### src/hw/rtl/altok_pkg.sv
// Shared types and constants for the assembly line tokenizer.
package altok_pkg;

  localparam int unsigned MaxResults = 3;

  // Lexer state codes
  localparam logic [3:0] LX_FIRST_LEAD    = 4'd0;
  localparam logic [3:0] LX_FIRST_DATA    = 4'd1;
  localparam logic [3:0] LX_FIRST_TRAIL   = 4'd2;
  localparam logic [3:0] LX_OPCODE_LEAD   = 4'd3;
  localparam logic [3:0] LX_OPCODE_DATA   = 4'd4;
  localparam logic [3:0] LX_OPCODE_TRAIL  = 4'd5;
  localparam logic [3:0] LX_OPERAND_LEAD  = 4'd6;
  localparam logic [3:0] LX_OPERAND_DATA  = 4'd7;
  localparam logic [3:0] LX_OPERAND_TRAIL = 4'd8;
  localparam logic [3:0] LX_COMMENT       = 4'd9;
  localparam logic [3:0] LX_ERROR         = 4'd10;

  // Characters the lexer reacts to
  localparam logic [7:0] CH_SEMI  = 8'h3B;
  localparam logic [7:0] CH_COLON = 8'h3A;
  localparam logic [7:0] CH_COMMA = 8'h2C;
  localparam logic [7:0] CH_NL    = 8'h0A;
  localparam logic [7:0] CH_CR    = 8'h0D;
  localparam logic [7:0] CH_TAB   = 8'h09;
  localparam logic [7:0] CH_SPACE = 8'h20;

  typedef enum logic [1:0] {
    RK_CHAR    = 2'd0,
    RK_END     = 2'd1,
    RK_ERROR   = 2'd2,
    RK_ABANDON = 2'd3
  } result_kind_e;

  typedef enum logic [1:0] {
    TT_LABEL   = 2'd0,
    TT_OPCODE  = 2'd1,
    TT_OPERAND = 2'd2
  } token_type_e;

  typedef struct packed {
    logic [7:0] input_char;
    logic       end_of_text;
  } in_item_t;

  typedef struct packed {
    result_kind_e result_kind;
    token_type_e  token_type;
    logic [7:0]   out_char;
    logic         last_result;
  } out_item_t;

  // All results caused by one byte, slot 0 first
  typedef struct packed {
    out_item_t [MaxResults-1:0] res;
    logic [1:0]                 cnt;
  } bundle_t;

endpackage

### src/hw/rtl/altok_lexer.sv
// Per-byte line lexer transition: next state and the results of one byte.
module altok_lexer (
  input  logic [3:0]          state_i,
  input  altok_pkg::in_item_t item_i,
  output logic [3:0]          state_o,
  output altok_pkg::bundle_t  bundle_o
);
  import altok_pkg::*;

  function automatic out_item_t mk_res(result_kind_e kind, token_type_e ty, logic [7:0] ch);
    out_item_t r;
    r.result_kind = kind;
    r.token_type  = ty;
    r.out_char    = ch;
    r.last_result = 1'b0;
    return r;
  endfunction

  logic [7:0]  c;
  logic        is_semi, is_nl, is_blank, is_colon, is_comma;
  token_type_e trail_ty;
  logic [3:0]  nxt;
  logic [3:0]  nxt_eot;
  out_item_t [MaxResults-1:0] res;
  logic [1:0]  n;

  assign c        = item_i.input_char;
  assign is_semi  = (c == CH_SEMI);
  assign is_nl    = (c == CH_NL);
  assign is_blank = (c inside {CH_SPACE, CH_TAB, CH_CR});
  assign is_colon = (c == CH_COLON);
  assign is_comma = (c == CH_COMMA);

  // Token type closed by a separator in a data or trailing-blank state
  assign trail_ty = (state_i == LX_OPERAND_DATA || state_i == LX_OPERAND_TRAIL) ?
                    TT_OPERAND : TT_OPCODE;

  always_comb begin
    nxt = state_i;
    n   = 2'd0;
    res = '0;
    case (state_i)
      LX_FIRST_LEAD, LX_OPCODE_LEAD, LX_OPERAND_LEAD: begin
        if (is_semi) begin
          nxt = LX_COMMENT;
        end else if (is_nl) begin
          nxt = LX_FIRST_LEAD;
        end else if (is_blank) begin
          nxt = state_i;
        end else if (state_i == LX_FIRST_LEAD && is_colon) begin
          // empty label
          res[0] = mk_res(RK_END, TT_LABEL, 8'd0);
          n      = 2'd1;
          nxt    = LX_OPCODE_LEAD;
        end else if (state_i == LX_OPERAND_LEAD && is_comma) begin
          // empty operand
          res[0] = mk_res(RK_END, TT_OPERAND, 8'd0);
          n      = 2'd1;
          nxt    = LX_OPERAND_LEAD;
        end else begin
          res[0] = mk_res(RK_CHAR, TT_LABEL, c);
          n      = 2'd1;
          nxt    = state_i + 4'd1;
        end
      end
      LX_FIRST_DATA, LX_OPCODE_DATA, LX_OPERAND_DATA: begin
        if (is_semi) begin
          res[0] = mk_res(RK_END, trail_ty, 8'd0);
          n      = 2'd1;
          nxt    = LX_COMMENT;
        end else if (is_nl) begin
          res[0] = mk_res(RK_END, trail_ty, 8'd0);
          n      = 2'd1;
          nxt    = LX_FIRST_LEAD;
        end else if (is_blank) begin
          nxt = state_i + 4'd1;
        end else if (state_i == LX_FIRST_DATA && is_colon) begin
          res[0] = mk_res(RK_END, TT_LABEL, 8'd0);
          n      = 2'd1;
          nxt    = LX_OPCODE_LEAD;
        end else if (state_i == LX_OPERAND_DATA && is_comma) begin
          res[0] = mk_res(RK_END, TT_OPERAND, 8'd0);
          n      = 2'd1;
          nxt    = LX_OPERAND_LEAD;
        end else begin
          res[0] = mk_res(RK_CHAR, TT_LABEL, c);
          n      = 2'd1;
        end
      end
      LX_FIRST_TRAIL, LX_OPCODE_TRAIL, LX_OPERAND_TRAIL: begin
        if (is_semi) begin
          res[0] = mk_res(RK_END, trail_ty, 8'd0);
          n      = 2'd1;
          nxt    = LX_COMMENT;
        end else if (is_nl) begin
          res[0] = mk_res(RK_END, trail_ty, 8'd0);
          n      = 2'd1;
          nxt    = LX_FIRST_LEAD;
        end else if (is_blank) begin
          nxt = state_i;
        end else if (state_i == LX_FIRST_TRAIL && is_colon) begin
          res[0] = mk_res(RK_END, TT_LABEL, 8'd0);
          n      = 2'd1;
          nxt    = LX_OPCODE_LEAD;
        end else if (state_i == LX_OPERAND_TRAIL && is_comma) begin
          res[0] = mk_res(RK_END, TT_OPERAND, 8'd0);
          n      = 2'd1;
          nxt    = LX_OPERAND_LEAD;
        end else if (state_i == LX_OPERAND_TRAIL) begin
          // a second word inside one operand
          res[0] = mk_res(RK_ERROR, TT_LABEL, 8'd0);
          n      = 2'd1;
          nxt    = LX_ERROR;
        end else begin
          // close the opcode; this byte then opens the first operand, or ends it empty if a comma
          res[0] = mk_res(RK_END, TT_OPCODE, 8'd0);
          if (is_comma) begin
            res[1] = mk_res(RK_END, TT_OPERAND, 8'd0);
            nxt    = LX_OPERAND_LEAD;
          end else begin
            res[1] = mk_res(RK_CHAR, TT_LABEL, c);
            nxt    = LX_OPERAND_DATA;
          end
          n = 2'd2;
        end
      end
      LX_COMMENT: begin
        if (is_nl) begin
          nxt = LX_FIRST_LEAD;
        end
      end
      default: begin
        // error state and unused codes: drop the byte
        nxt = state_i;
      end
    endcase

    nxt_eot = nxt;
    if (item_i.end_of_text) begin
      if (nxt inside {LX_FIRST_DATA, LX_FIRST_TRAIL, LX_OPCODE_DATA, LX_OPCODE_TRAIL,
                      LX_OPERAND_DATA, LX_OPERAND_TRAIL}) begin
        res[n] = mk_res(RK_ABANDON, TT_LABEL, 8'd0);
        n      = n + 2'd1;
      end
      nxt_eot = LX_FIRST_LEAD;
    end

    if (n != 2'd0) begin
      res[n - 2'd1].last_result = 1'b1;
    end
  end

  assign state_o      = nxt_eot;
  assign bundle_o.res = res;
  assign bundle_o.cnt = n;

endmodule

### src/hw/rtl/assembly_line_tokenizer.sv
// Top level of the assembly line tokenizer: input register, lexer state, result queue.
//
// Source text enters one byte per transfer; each byte produces zero to three
// results (token characters, token ends, an error, an abandoned-token marker),
// the last one flagged by last_result. A byte is held in the input register,
// is lexed combinationally, and its results are loaded into a three-slot
// result register that hands out one result per cycle while out_ready_i is
// high. A new byte can be taken every cycle while the result register is free;
// a byte with results waits in the input register until all earlier results
// have been handed out. Bytes that produce no result pass even while earlier
// results wait.
module assembly_line_tokenizer (
  input  logic                 clk_i,
  input  logic                 rst_ni,
  input  logic                 in_valid_i,
  output logic                 in_ready_o,
  input  altok_pkg::in_item_t  in_i,
  output logic                 out_valid_o,
  input  logic                 out_ready_i,
  output altok_pkg::out_item_t out_o
);
  import altok_pkg::*;

  logic       in_vld_q;
  in_item_t   in_q;
  logic [3:0] state_q;
  logic [3:0] lex_state;
  bundle_t    lex_bundle;
  out_item_t [MaxResults-1:0] res_q;
  logic [1:0] cnt_q;
  logic [1:0] idx_q;
  logic       pop, pop_last, bundle_free, fire, load;

  altok_lexer u_lexer (
    .state_i  (state_q),
    .item_i   (in_q),
    .state_o  (lex_state),
    .bundle_o (lex_bundle)
  );

  assign pop         = out_valid_o && out_ready_i;
  assign pop_last    = pop && (idx_q == cnt_q - 2'd1);
  assign bundle_free = (cnt_q == 2'd0) || pop_last;
  // A byte with no results never waits on the result register
  assign fire        = in_vld_q && (bundle_free || lex_bundle.cnt == 2'd0);
  assign load        = fire && (lex_bundle.cnt != 2'd0);
  assign in_ready_o  = !in_vld_q || fire;

  always_ff @(posedge clk_i or negedge rst_ni) begin
    if (!rst_ni) begin
      in_vld_q <= 1'b0;
      state_q  <= LX_FIRST_LEAD;
      cnt_q    <= 2'd0;
      idx_q    <= 2'd0;
    end else begin
      if (in_ready_o) begin
        in_vld_q <= in_valid_i;
      end
      if (fire) begin
        state_q <= lex_state;
      end
      if (load) begin
        cnt_q <= lex_bundle.cnt;
        idx_q <= 2'd0;
      end else if (pop_last) begin
        cnt_q <= 2'd0;
        idx_q <= 2'd0;
      end else if (pop) begin
        idx_q <= idx_q + 2'd1;
      end
    end
  end

  always_ff @(posedge clk_i) begin
    if (in_valid_i && in_ready_o) begin
      in_q <= in_i;
    end
    if (load) begin
      res_q <= lex_bundle.res;
    end
  end

  assign out_valid_o = (cnt_q != 2'd0);
  assign out_o       = res_q[idx_q];

  a_idx_in_range: assert property (@(posedge clk_i) disable iff (!rst_ni)
    (cnt_q != 2'd0) |-> (idx_q < cnt_q))
    else $error("result index beyond loaded count");

  a_last_flag: assert property (@(posedge clk_i) disable iff (!rst_ni)
    out_valid_o |-> (out_o.last_result == (idx_q == cnt_q - 2'd1)))
    else $error("last_result does not mark the final queued result");

  a_eot_line_start: assert property (@(posedge clk_i) disable iff (!rst_ni)
    (fire && in_q.end_of_text) |=> (state_q == LX_FIRST_LEAD))
    else $error("lexer not back at line start after end of text");

  a_error_sticks: assert property (@(posedge clk_i) disable iff (!rst_ni)
    (fire && state_q == LX_ERROR && !in_q.end_of_text) |=> (state_q == LX_ERROR))
    else $error("error state left before end of text");

  a_load_visible: assert property (@(posedge clk_i) disable iff (!rst_ni)
    load |=> (out_valid_o && idx_q == 2'd0))
    else $error("loaded results not presented from the first slot");

endmodule
### config.mk
export PLATFORM = sky130hd
export DESIGN_NAME = assembly_line_tokenizer
export DESIGN_NICKNAME = d
export VERILOG_FILES = /design/src/hw/rtl/altok_pkg.sv /design/src/hw/rtl/altok_lexer.sv /design/src/hw/rtl/assembly_line_tokenizer.sv
export SDC_FILE = /design/constraint.sdc
export NUM_CORES = 1
export LEC_CHECK = 0
export CORE_ASPECT_RATIO = 2
export CORE_MARGIN = 2
export CORE_UTILIZATION = 60
export CTS_BUF_LIST = sky130_fd_sc_hd__clkbuf_2
export DETAILED_ROUTE_END_ITERATION = 8
export DONT_BUFFER_PORTS = 1
export HOLD_SLACK_MARGIN = 0.03
export PLACE_DENSITY = 0.87
export SLEW_MARGIN = 20
export SYNTH_ARGS = -nofsm -noshare
export SYNTH_HDL_FRONTEND = slang
export SYNTH_SLANG_ARGS = --single-unit
### constraint.sdc
create_clock -name clk_i -period 4.76 [get_ports clk_i]
set_input_delay 0.714 -clock clk_i [delete_from_list [all_inputs] [get_ports clk_i]]
set_output_delay 0.714 -clock clk_i [all_outputs]
set_load 0.005 [all_outputs]
# After elaboration in Yosys (flattened, before gate mapping)
# Cells that the tools add are included.
dict set report totals {
  regBits 57
  wordCells 158
}
dict set report op_classes {
  n_lt_le_gt_ge 5
  reduce_logical 30
  mux 74
  n_eq_ne 23
  addsub 5
  bitwise_logic 3
}
# op n
set ops {}
lappend ops {{13-bit two-way mux} 21}
lappend ops {{39-bit two-way mux} 3}
lappend ops {{4-bit two-way mux} 18}
lappend ops {{13-bit demux with 2-bit select} 2}
lappend ops {{39-bit bitwise mux} 1}
lappend ops {{13-bit one-hot mux with 3 select lines} 1}
lappend ops {{12-bit two-way mux} 3}
lappend ops {{2-bit two-way mux} 17}
lappend ops {{22-bit by 33-bit bitwise AND with 33-bit output} 1}
lappend ops {{33-bit NOT} 1}
lappend ops {{8-bit by 6-bit == test with 1-bit output, second input constant} 4}
lappend ops {{4-bit by 3-bit == test with 1-bit output, second input constant} 7}
lappend ops {{13-bit binary-select mux with 2-bit select} 1}
lappend ops {{26-bit two-way mux} 1}
lappend ops {{8-bit by 4-bit == test with 1-bit output, second input constant} 3}
lappend ops {{4-bit one-hot mux with 4 select lines} 1}
lappend ops {{1-bit logical AND} 13}
lappend ops {{4-bit by 2-bit == test with 1-bit output, second input constant} 3}
lappend ops {{4-bit == test, second input constant} 3}
lappend ops {{2-bit by 3-bit < comparator with 1-bit output, second input constant} 3}
lappend ops {{3-bit OR reduction} 3}
lappend ops {{4-bit by 1-bit == test with 1-bit output, second input constant} 2}
lappend ops {{4-bit by 6-bit bitwise OR with 6-bit output} 1}
lappend ops {{2-bit one-hot mux with 3 select lines} 1}
lappend ops {{other kinds (13)} 26}

# Logic depth before layout (Yosys ltp)
# Gate-level depths: netlist of run 1.
dict set report depth {
  ltp_word 20
  depth_mapped 17
  depth_no_buf 15
}

# Modules after synthesis
# A second synthesis of run 1 with hierarchy kept.
dict set report hier_totals {
  hier_cells 367
  area_unflattened_um2 3748.6
}
# module n_inst cells_each area_each_um2
set modules_own_cells {}
lappend modules_own_cells {assembly_line_tokenizer 1 164 2388.5}
lappend modules_own_cells {altok_lexer 1 203 1360.1}

# Worst setup path after synthesis of run 1
# No wires, ideal clock.
dict set report synth_path {
  path_type {register -> register}
  from {register state_q[0]}
  to {register res_q[0] in the netlist's numbering, enable pin}
  arrival_time_ns 4.471
  slack_ns -0.131
  path_stages_with_launch 17
  cell_sequence {dfrtp_1 clkbuf_1 inv_1 ha_1 clkbuf_1 nor3_1 a211oi_1 nand3_1 a41oi_1 nor2_1 ha_1 inv_1 o211a_1 mux2i_1 o21ai_0 a211oi_1 nor2b_1}
}
dict set report synth_between {
  elab_chain_cells 16
  word_cells_on_any_way 60
  cone_classes {2 x add/sub; 15 x eq/ne; 27 x mux; 16 x reduce/logical}
}
# item line_no
set synth_lines {}
lappend synth_lines {{from (decl)} assembly_line_tokenizer.sv:26} ;# logic [3:0] state_q;
lappend synth_lines {{from (signal assigned)} assembly_line_tokenizer.sv:60} ;# state_q <= lex_state;
lappend synth_lines {{parallel branches: the longest is 11 deep, another holds 4-bit by 1-bit adder with 4-bit output} -}
lappend synth_lines {{2-bit two-way mux (*)} altok_lexer.sv:139} ;# if (item_i.end_of_text) begin
lappend synth_lines {{2-bit zero test} assembly_line_tokenizer.sv:45} ;# assign fire = in_vld_q && (bundle_free || lex_bundle.cnt == 2'd0);
lappend synth_lines {{1-bit logical OR} assembly_line_tokenizer.sv:45}
lappend synth_lines {{1-bit logical AND} assembly_line_tokenizer.sv:45}
lappend synth_lines {{1-bit logical AND (*)} assembly_line_tokenizer.sv:46} ;# assign load = fire && (lex_bundle.cnt != 2'd0);
lappend synth_lines {{named net load} assembly_line_tokenizer.sv:32} ;# logic pop, pop_last, bundle_free, fire, load;
lappend synth_lines {{to (signal assigned)} assembly_line_tokenizer.sv:79} ;# res_q <= lex_bundle.res;
lappend synth_lines {{to (decl)} assembly_line_tokenizer.sv:29} ;# out_item_t [MaxResults-1:0] res_q;
# Mark *: on every way through the listed nets, which the timed path passes.
# A chain may end at the register's enable or synchronous reset.

# Worst setup path after layout of run 1
dict set report layout_path {
  from {register in_q[7] in the netlist's numbering}
  to {output in_ready_o}
}
dict set report layout_between {
  elab_chain_cells 17
  word_cells_on_any_way 58
  cone_classes {1 x add/sub; 13 x eq/ne; 32 x mux; 12 x reduce/logical}
}
# item line_no
set layout_lines {}
lappend layout_lines {{from (decl)} assembly_line_tokenizer.sv:25} ;# in_item_t in_q;
lappend layout_lines {{from (signal assigned)} assembly_line_tokenizer.sv:76} ;# in_q <= in_i;
lappend layout_lines {{8-bit by 6-bit == test with 1-bit output} altok_lexer.sv:32} ;# assign is_comma = (c == CH_COMMA);
lappend layout_lines {{1-bit two-way mux} altok_lexer.sv:117} ;# if (is_comma) begin
lappend layout_lines {{4-bit two-way mux} altok_lexer.sv:109} ;# end else if (state_i == LX_OPERAND_TRAIL) begin
lappend layout_lines {{4-bit two-way mux} altok_lexer.sv:105} ;# end else if (state_i == LX_OPERAND_TRAIL && is_comma) begin
lappend layout_lines {{4-bit two-way mux} altok_lexer.sv:101} ;# end else if (state_i == LX_FIRST_TRAIL && is_colon) begin
lappend layout_lines {{4-bit two-way mux} altok_lexer.sv:99} ;# end else if (is_blank) begin
lappend layout_lines {{4-bit two-way mux} altok_lexer.sv:95} ;# end else if (is_nl) begin
lappend layout_lines {{4-bit two-way mux} altok_lexer.sv:91} ;# if (is_semi) begin
lappend layout_lines {{4-bit one-hot mux with 4 select lines} altok_lexer.sv:42} ;# case (state_i)
lappend layout_lines {{4-bit by 1-bit == test with 1-bit output (tied with other cells)} altok_lexer.sv:140} ;# if (nxt inside {LX_FIRST_DATA, LX_FIRST_TRAIL, LX_OPCODE_DATA, LX_OPCODE_TRAIL,
lappend layout_lines {{6-bit nonzero test} altok_lexer.sv:140}
lappend layout_lines {{2-bit two-way mux} altok_lexer.sv:140}
lappend layout_lines {{2-bit two-way mux (*)} altok_lexer.sv:139}
lappend layout_lines {{2-bit zero test (*)} assembly_line_tokenizer.sv:45}
lappend layout_lines {{1-bit logical OR (*)} assembly_line_tokenizer.sv:45}
lappend layout_lines {{1-bit logical AND (*)} assembly_line_tokenizer.sv:45}
lappend layout_lines {{1-bit logical OR (*)} assembly_line_tokenizer.sv:47} ;# assign in_ready_o = !in_vld_q || fire;
lappend layout_lines {{to (decl)} assembly_line_tokenizer.sv:16} ;# output logic in_ready_o,
# Mark *: on every way between the ends. The rest lies on a longest branch, timed or not.

==> results.py, run 1 <==
metrics = {
    "die": {
        "initial_core_util_pct": 61.77,
        "die_x_um": 55.43,
        "core_sq_um": 5139,
        "ioPinCount": 28,
        "design.die.area_sq_um": 5923,
        "die_h_um": 106.9,
        "rows": 37,
    },
    "synth": {
        "synth.area.top_cells": "edfxtp_1, dfrtp_1, mux2i_1, nor2_1, ha_1",
        "yosysTopAreaCell": "edfxtp_1",
        "ys_ff_latch": 45,
        "ys_warn_count": 0,
        "synth-edff-count": 36,
        "synth_top_area_share_pct": 34.06,
        "netlist_area_sq_um": 3174,
        "netlist-cell-type-count": 74,
        "ys_seq_area_share_pct": 41.15,
        "syn_inst": 330,
        "avgSynthCellArea_sq_um": 9.619,
        "syn_nets": 351,
        "synth-async-reset-ratio_pct": 20.00,
        "synthFlopType": "edfxtp_1",
    },
    "worst_setup_path": {
        "path_cells": "buf_4 > nor4_1 > nand2_1 > nand2_1 > o21a_1 > nor2_2 > ha_1 > inv_1 > o211a_1 > mux2i_1 > o21ai_0 > a211oi_1 > nand3_1",
        "slowest_delay_ns": 0.52,
        "crit_type": "reg2out",
        "crit_required_ns": 4.05,
        "crit_top_cell": "nand2_1",
        "crit_path_end_kind": "primary output",
        "worstPathArrival_ns": 3.91,
        "critPathMaxFanout": 9,
        "worst_path_max_delay_cell": "edfxtp_1",
        "start_kind": "flip-flop",
    },
    "grt": {
        "grt_pass1_wl_mm": 14.17,
        "antenna_found_initial": 0,
        "overflow": 0,
        "grt_pass1_vias": 2779,
        "grt_max_degree": 32,
        "grt_use_total_pct": 30.69,
    },
    "clock_network": {
        "cts-root-buf": "clkbuf_2",
        "clock-sinks": 45,
        "tritoncts": "done",
        "cts-buffers-inserted": 5,
        "clockBufferDepth": 2,
        "clock_latency_ns": 0.44,
        "clkTransAtPathRegs_ns": 0.24,
        "h-tree-depth": 2,
    },
    "timing": {
        "period_share_pct": 97.08,
        "setup_viol": 0,
        "worstMarginPinSlew_ns": 0.7538,
        "slew_headroom_pct": 49.75,
        "period_minus_slack_ns": 4.621,
        "drv_slew": 0,
        "hold_viol_final": 0,
        "finalClockSkew_ns": 0.02925,
        "fmax_mhz": 216.4,
    },
    "routing": {
        "routedLengthMet1_mm": 2.983,
        "ant_nets": 0,
        "drt-initial-drc-count": 227,
        "wl_met2_mm": 4.607,
        "route.met3.wl_um": 675,
        "maxUsedRoutingLayer": "met4",
        "wl_mm": 8.951,
        "dr.pass1.iters": 6,
        "drc": 0,
        "wl_per_cell_um": 22.72,
        "via_per_inst": 7.307,
        "vias": 2879,
    },
    "layout": {
        "fillers": 421,
        "layout-drive-gt1-share_pct": 13.39,
        "stdcell_area_sq_um": 3397,
        "n_antenna_cell": 0,
        "layout_commonest_cell": "edfxtp_1",
        "final_cell_mix": "edfxtp_1, nor2_1, nand2_1",
        "area_growth_pct": 7.016,
        "final_nets": 356,
    },
    "status": {
        "status": "completed",
    },
    "placement": {
        "place_area_sq_um": 3257,
        "dp_hpwl_mm": 6.554,
        "port_buffers": 0,
        "gp_congestion": 1.041,
    },
    "power": {
        "power.density_nw_per_um2": 734.3,
        "ir_worst_vdd_mv": 0.5889,
        "leakage_nw": 1.296,
        "p_total_w": 0.002494,
    },
    "job": {
        "drv_cap": 0,
    },
    "min_path": {
        "hold_path_class": "in2reg",
    },
}
## cell usage after synthesis, types with 5 or more instances
library cell and instances:
a211oi_1 6, a21oi_1 14, and2_1 15, and3_1 6, clkbuf_1 15, dfrtp_1 9, edfxtp_1 36, ha_1 8
inv_1 16, mux2i_1 17, nand2_1 25, nand3_1 6, nor2_1 27, nor2b_1 6, nor3_1 9, nor4_1 6
o21ai_0 16, o22ai_1 5
## cell type report
class	instances	area (sq um)	area share [%]
clock buffers	6	30.03	0.8840
clock inverters	2	33.78	0.9945
inverters	16	60.06	1.768
multi-input cells	250	1752	51.57
flip-flops and latches	45	1306	38.45
well taps	58	72.57	2.136
repair buffers	17	142.6	4.199
## path summary, 6_finish.rpt
check / startpoint / end / slack [ns] / depth (start not counted)
max in group asynchronous: rst_ni / cnt_q[0] / 3.86 / 1
min in group asynchronous: rst_ni / idx_q[0] / 0.60 / 1
min reg2reg: cnt_q[1] / cnt_q[1] / 0.58 / 2
max reg2reg: in_q[7] / in_q[8] / 0.59 / 14
min: in_i[0] / in_q[0] / 0.34 / 0
max: in_q[7] / in_ready_o / 0.14 / 13
## kinds of logic (layout without fill, tap and decap cells)
| logic type | after synthesis | in the layout | share of synthesized area (%) |
|---|---|---|---|
| simple gates | 131 | 131 | 23.57 |
| compound gates | 91 | 91 | 21.52 |
| flops | 45 | 45 | 41.15 |
| buf+inv | 35 | 41 | 4.415 |
| mux | 17 | 17 | 5.361 |
| fa+ha+maj | 8 | 8 | 3.153 |
| xor+xnor | 3 | 3 | 0.8279 |
## flip-flops by register name, summed over array words and instances (netlist names)
register / flops
res_q: 27
in_q: 9
state_q: 4
cnt_q: 2
idx_q: 2
in_vld_q: 1
## report_power, final
group | switching [W] | internal, W
combinational | 0.000845 | 0.000552
sequential | 0.000171 | 0.000710
clock | 0.000127 | 0.0000895
total | 0.00114 | 0.00135
## what timing repair did
action,CTS,global route
endpoints found under the hold margin,9,0
setup endpoints to repair,0,1
buffers inserted,0,6
resized for setup,0,5
hold buffers,1,0
## metal layers
| layer | GRT usage (%) | vias up |
|---|---|---|
| met2 | 54.85 | 199 |
| met1 | 32.49 | 1343 |
| met3 | 4.463 | 59 |
| met4 | 20.73 | 0 |
| li1 | - | 1278 |
| met5 | 0 | - |
## worst max-delay path: cells and delay by family, from the launching register on
family	cells	cell delay [ns]
flip-flops	1	0.52
AO/OA/AOI/OAI	4	0.88
buffers and inverters	2	0.24
AND/OR/NAND/NOR	5	1.35
multiplexers	1	0.16
adder cells (fa/ha/maj)	1	0.32
## stage by stage
stage,instances,hold slack (ns),setup slack (ns),TNS [ns],utilization (%)
global route,394,0.3245,-0.1426,-0.1426,66.11
global placement,379,0.4186,0.6543,0,63.38
detailed placement,379,0.4186,0.5797,0,63.38
finish,394,0.3398,0.1390,0,66.11
CTS,388,0.3435,0.04258,0,64.82
floorplan,330,0.4184,0.4176,0,-
Note: power is estimated with default switching activity, not from simulation.
==> run 2, diff against run 1 <==
- CORE_MARGIN: 2 -> default
- CORE_UTILIZATION: 60 -> 49
- PLACE_DENSITY: 0.87 -> 0.74
==> run 2 against run 1 <==
Clock skew down 0.0063 ns. First-iteration DRC count down 25%. Core utilization down 12 points.
==> results.py, run 2 (synthesis results as in run 1) <==
metrics = {
    "worst_setup_path": {
        "slowest_delay_ns": 0.60,
        "r2r-start": "state_q[0]",
        "r2r-end": "res_q[9]",
        "crit_type": "reg2out",
        "worst_path_max_delay_cell": "dfrtp_1",
        "cp_num_buf_inv": 2,
        "cp_top_family": "compound AO/OA/AOI/OAI gates",
        "crit_top_cell": "a211oi_1",
        "path_cells": "inv_1 > ha_2 > nor2_1 > a211oi_1 > buf_4 > and4_1 > a211oi_1 > o211ai_1 > a221oi_1 > a211oi_1 > a211oi_1 > nand3_1",
        "crit_required_ns": 4.05,
        "worstRegToRegCells": 13,
        "crit_path_end_kind": "primary output",
        "critPathLaunch": "state_q[0]",
        "start_kind": "flip-flop",
        "rrSetupSlack_ns": 0.71,
        "critPathMaxFanout": 12,
        "worstPathArrival_ns": 3.82,
    },
    "routing": {
        "vias": 2751,
        "drt-initial-drc-count": 170,
        "wl_per_cell_um": 20.17,
        "ant_nets": 0,
        "dr.pass1.iters": 5,
        "drc": 0,
        "via_per_inst": 6.581,
        "wl_mm": 8.430,
    },
    "die": {
        "rows": 41,
        "design.die.area_sq_um": 6823,
        "die_x_um": 58.91,
        "ioPinCount": 28,
        "die_h_um": 115.8,
        "initial_core_util_pct": 50.72,
        "core_sq_um": 6259,
    },
    "timing": {
        "period_share_pct": 95.28,
        "hold_viol_final": 0,
        "setup_viol": 0,
        "period_minus_slack_ns": 4.535,
        "fmax_mhz": 220.5,
        "worst_slack_ns": 0.2245,
        "slew_headroom_pct": 49.03,
        "whs_ns": 0.3446,
        "worstMarginPinSlew_ns": 0.7646,
        "finalClockSkew_ns": 0.02291,
        "drv_slew": 0,
    },
    "placement": {
        "gp_congestion": 1.017,
        "dp_hpwl_mm": 6.410,
        "pre_cts_ws_ns": 0.5051,
        "place_area_sq_um": 3279,
        "port_buffers": 0,
    },
    "clock_network": {
        "tritoncts": "done",
        "clock_latency_ns": 0.44,
        "cts-buffers-inserted": 5,
        "clockBufferDepth": 2,
        "clock-sinks": 45,
        "h-tree-depth": 2,
        "clkTransAtPathRegs_ns": 0.23,
        "cts-root-buf": "clkbuf_2",
    },
    "layout": {
        "stdcell_area_sq_um": 3402,
        "n_antenna_cell": 0,
        "top_regs": "res_q (27), in_q (9), state_q (4)",
        "final_nets": 352,
        "layout-drive-gt1-share_pct": 13.25,
        "area_growth_pct": 7.174,
        "layout_commonest_cell": "edfxtp_1",
        "fillers": 593,
        "final_cell_mix": "edfxtp_1, nor2_1, nand2_1",
        "largest_reg_flops": 27,
        "regMostFlops": "res_q",
    },
    "grt": {
        "grt_pass1_vias": 2594,
        "grt_pass1_wl_mm": 12.98,
        "grt_max_degree": 32,
        "grt_use_total_pct": 25.99,
        "antenna_found_initial": 0,
        "overflow": 0,
    },
    "job": {
        "drv_cap": 0,
    },
    "min_path": {
        "hold_path_class": "in2reg",
        "min_delay_worst_endpoint": "in_q[2]",
        "worstHoldStart": "in_i[2]",
        "min_path_cells": 0,
    },
    "power": {
        "ir_worst_vdd_mv": 0.2829,
        "leakage_nw": 1.270,
        "power.density_nw_per_um2": 706.4,
    },
    "status": {
        "status": "completed",
    },
}
run 2: how the worst max path moves through the flow:
stage            endpoint  depth (start not counted)  slack (ns)
3_5_place_dp      in_q[8]                         15        0.51
5_1_grt        in_ready_o                         13      -0.005
2_1_floorplan    res_q[0]                         16        0.42
4_1_cts        in_ready_o                         14       0.001
6_report       in_ready_o                         12        0.22
3_3_place_gp   in_ready_o                         14        0.62
run 2: layout make-up:
class | count | area (sq um) | area share, %
clock buffers | 5 | 25.02 | 0.7356
clock inverters | 3 | 41.29 | 1.214
inverters | 16 | 60.06 | 1.765
multi-input cells | 250 | 1762 | 51.78
flip-flops and latches | 45 | 1306 | 38.40
well taps | 86 | 107.6 | 3.163
repair buffers | 13 | 100.1 | 2.942
run 2: stage by stage:
step	std cells	utilization [%]	TNS, ns	total power, W
finish	418	54.36	0	0.002403
global route	418	54.36	-0.004597	0.002574
CTS	416	53.62	0	0.002377
detailed placement	407	52.40	0	0.002164
global placement	407	52.40	0	0.002134
floorplan	330	-	0	0.001873
run 2: what timing repair did:
item	4_1_cts	5_1_grt
setup buffers	0	2
hold endpoints to repair	9	0
hold buffers	1	0
gates resized for setup	0	8
endpoints found under the setup margin	0	1
run 2: power by group:
group | internal [W] | switching, W
clock | 0.0000867 | 0.000127
sequential | 0.000710 | 0.000171
combinational | 0.000515 | 0.000794
run 2: worst register-to-register path, stage by stage, from the launching register on:
cell,delay (ns)
dfrtp_1,0.60
inv_1,0.19
ha_2,0.32
nor2_1,0.16
a211oi_1,0.12
buf_4,0.21
and4_1,0.19
a211oi_1,0.45
o211ai_1,0.24
a221oi_1,0.33
a211oi_1,0.09
a211oi_1,0.30
nor2b_2,0.20
buf_4,0.33
run 2: per-layer routing:
metal | track usage, % | vias to the layer above | share of wire [%]
met3 | 3.571 | 44 | 3.7
li1 | - | 1269 | -
met4 | 22.86 | 0 | 9.1
met1 | 25.86 | 1342 | 35
met5 | 0 | - | 0
met2 | 45.30 | 96 | 52
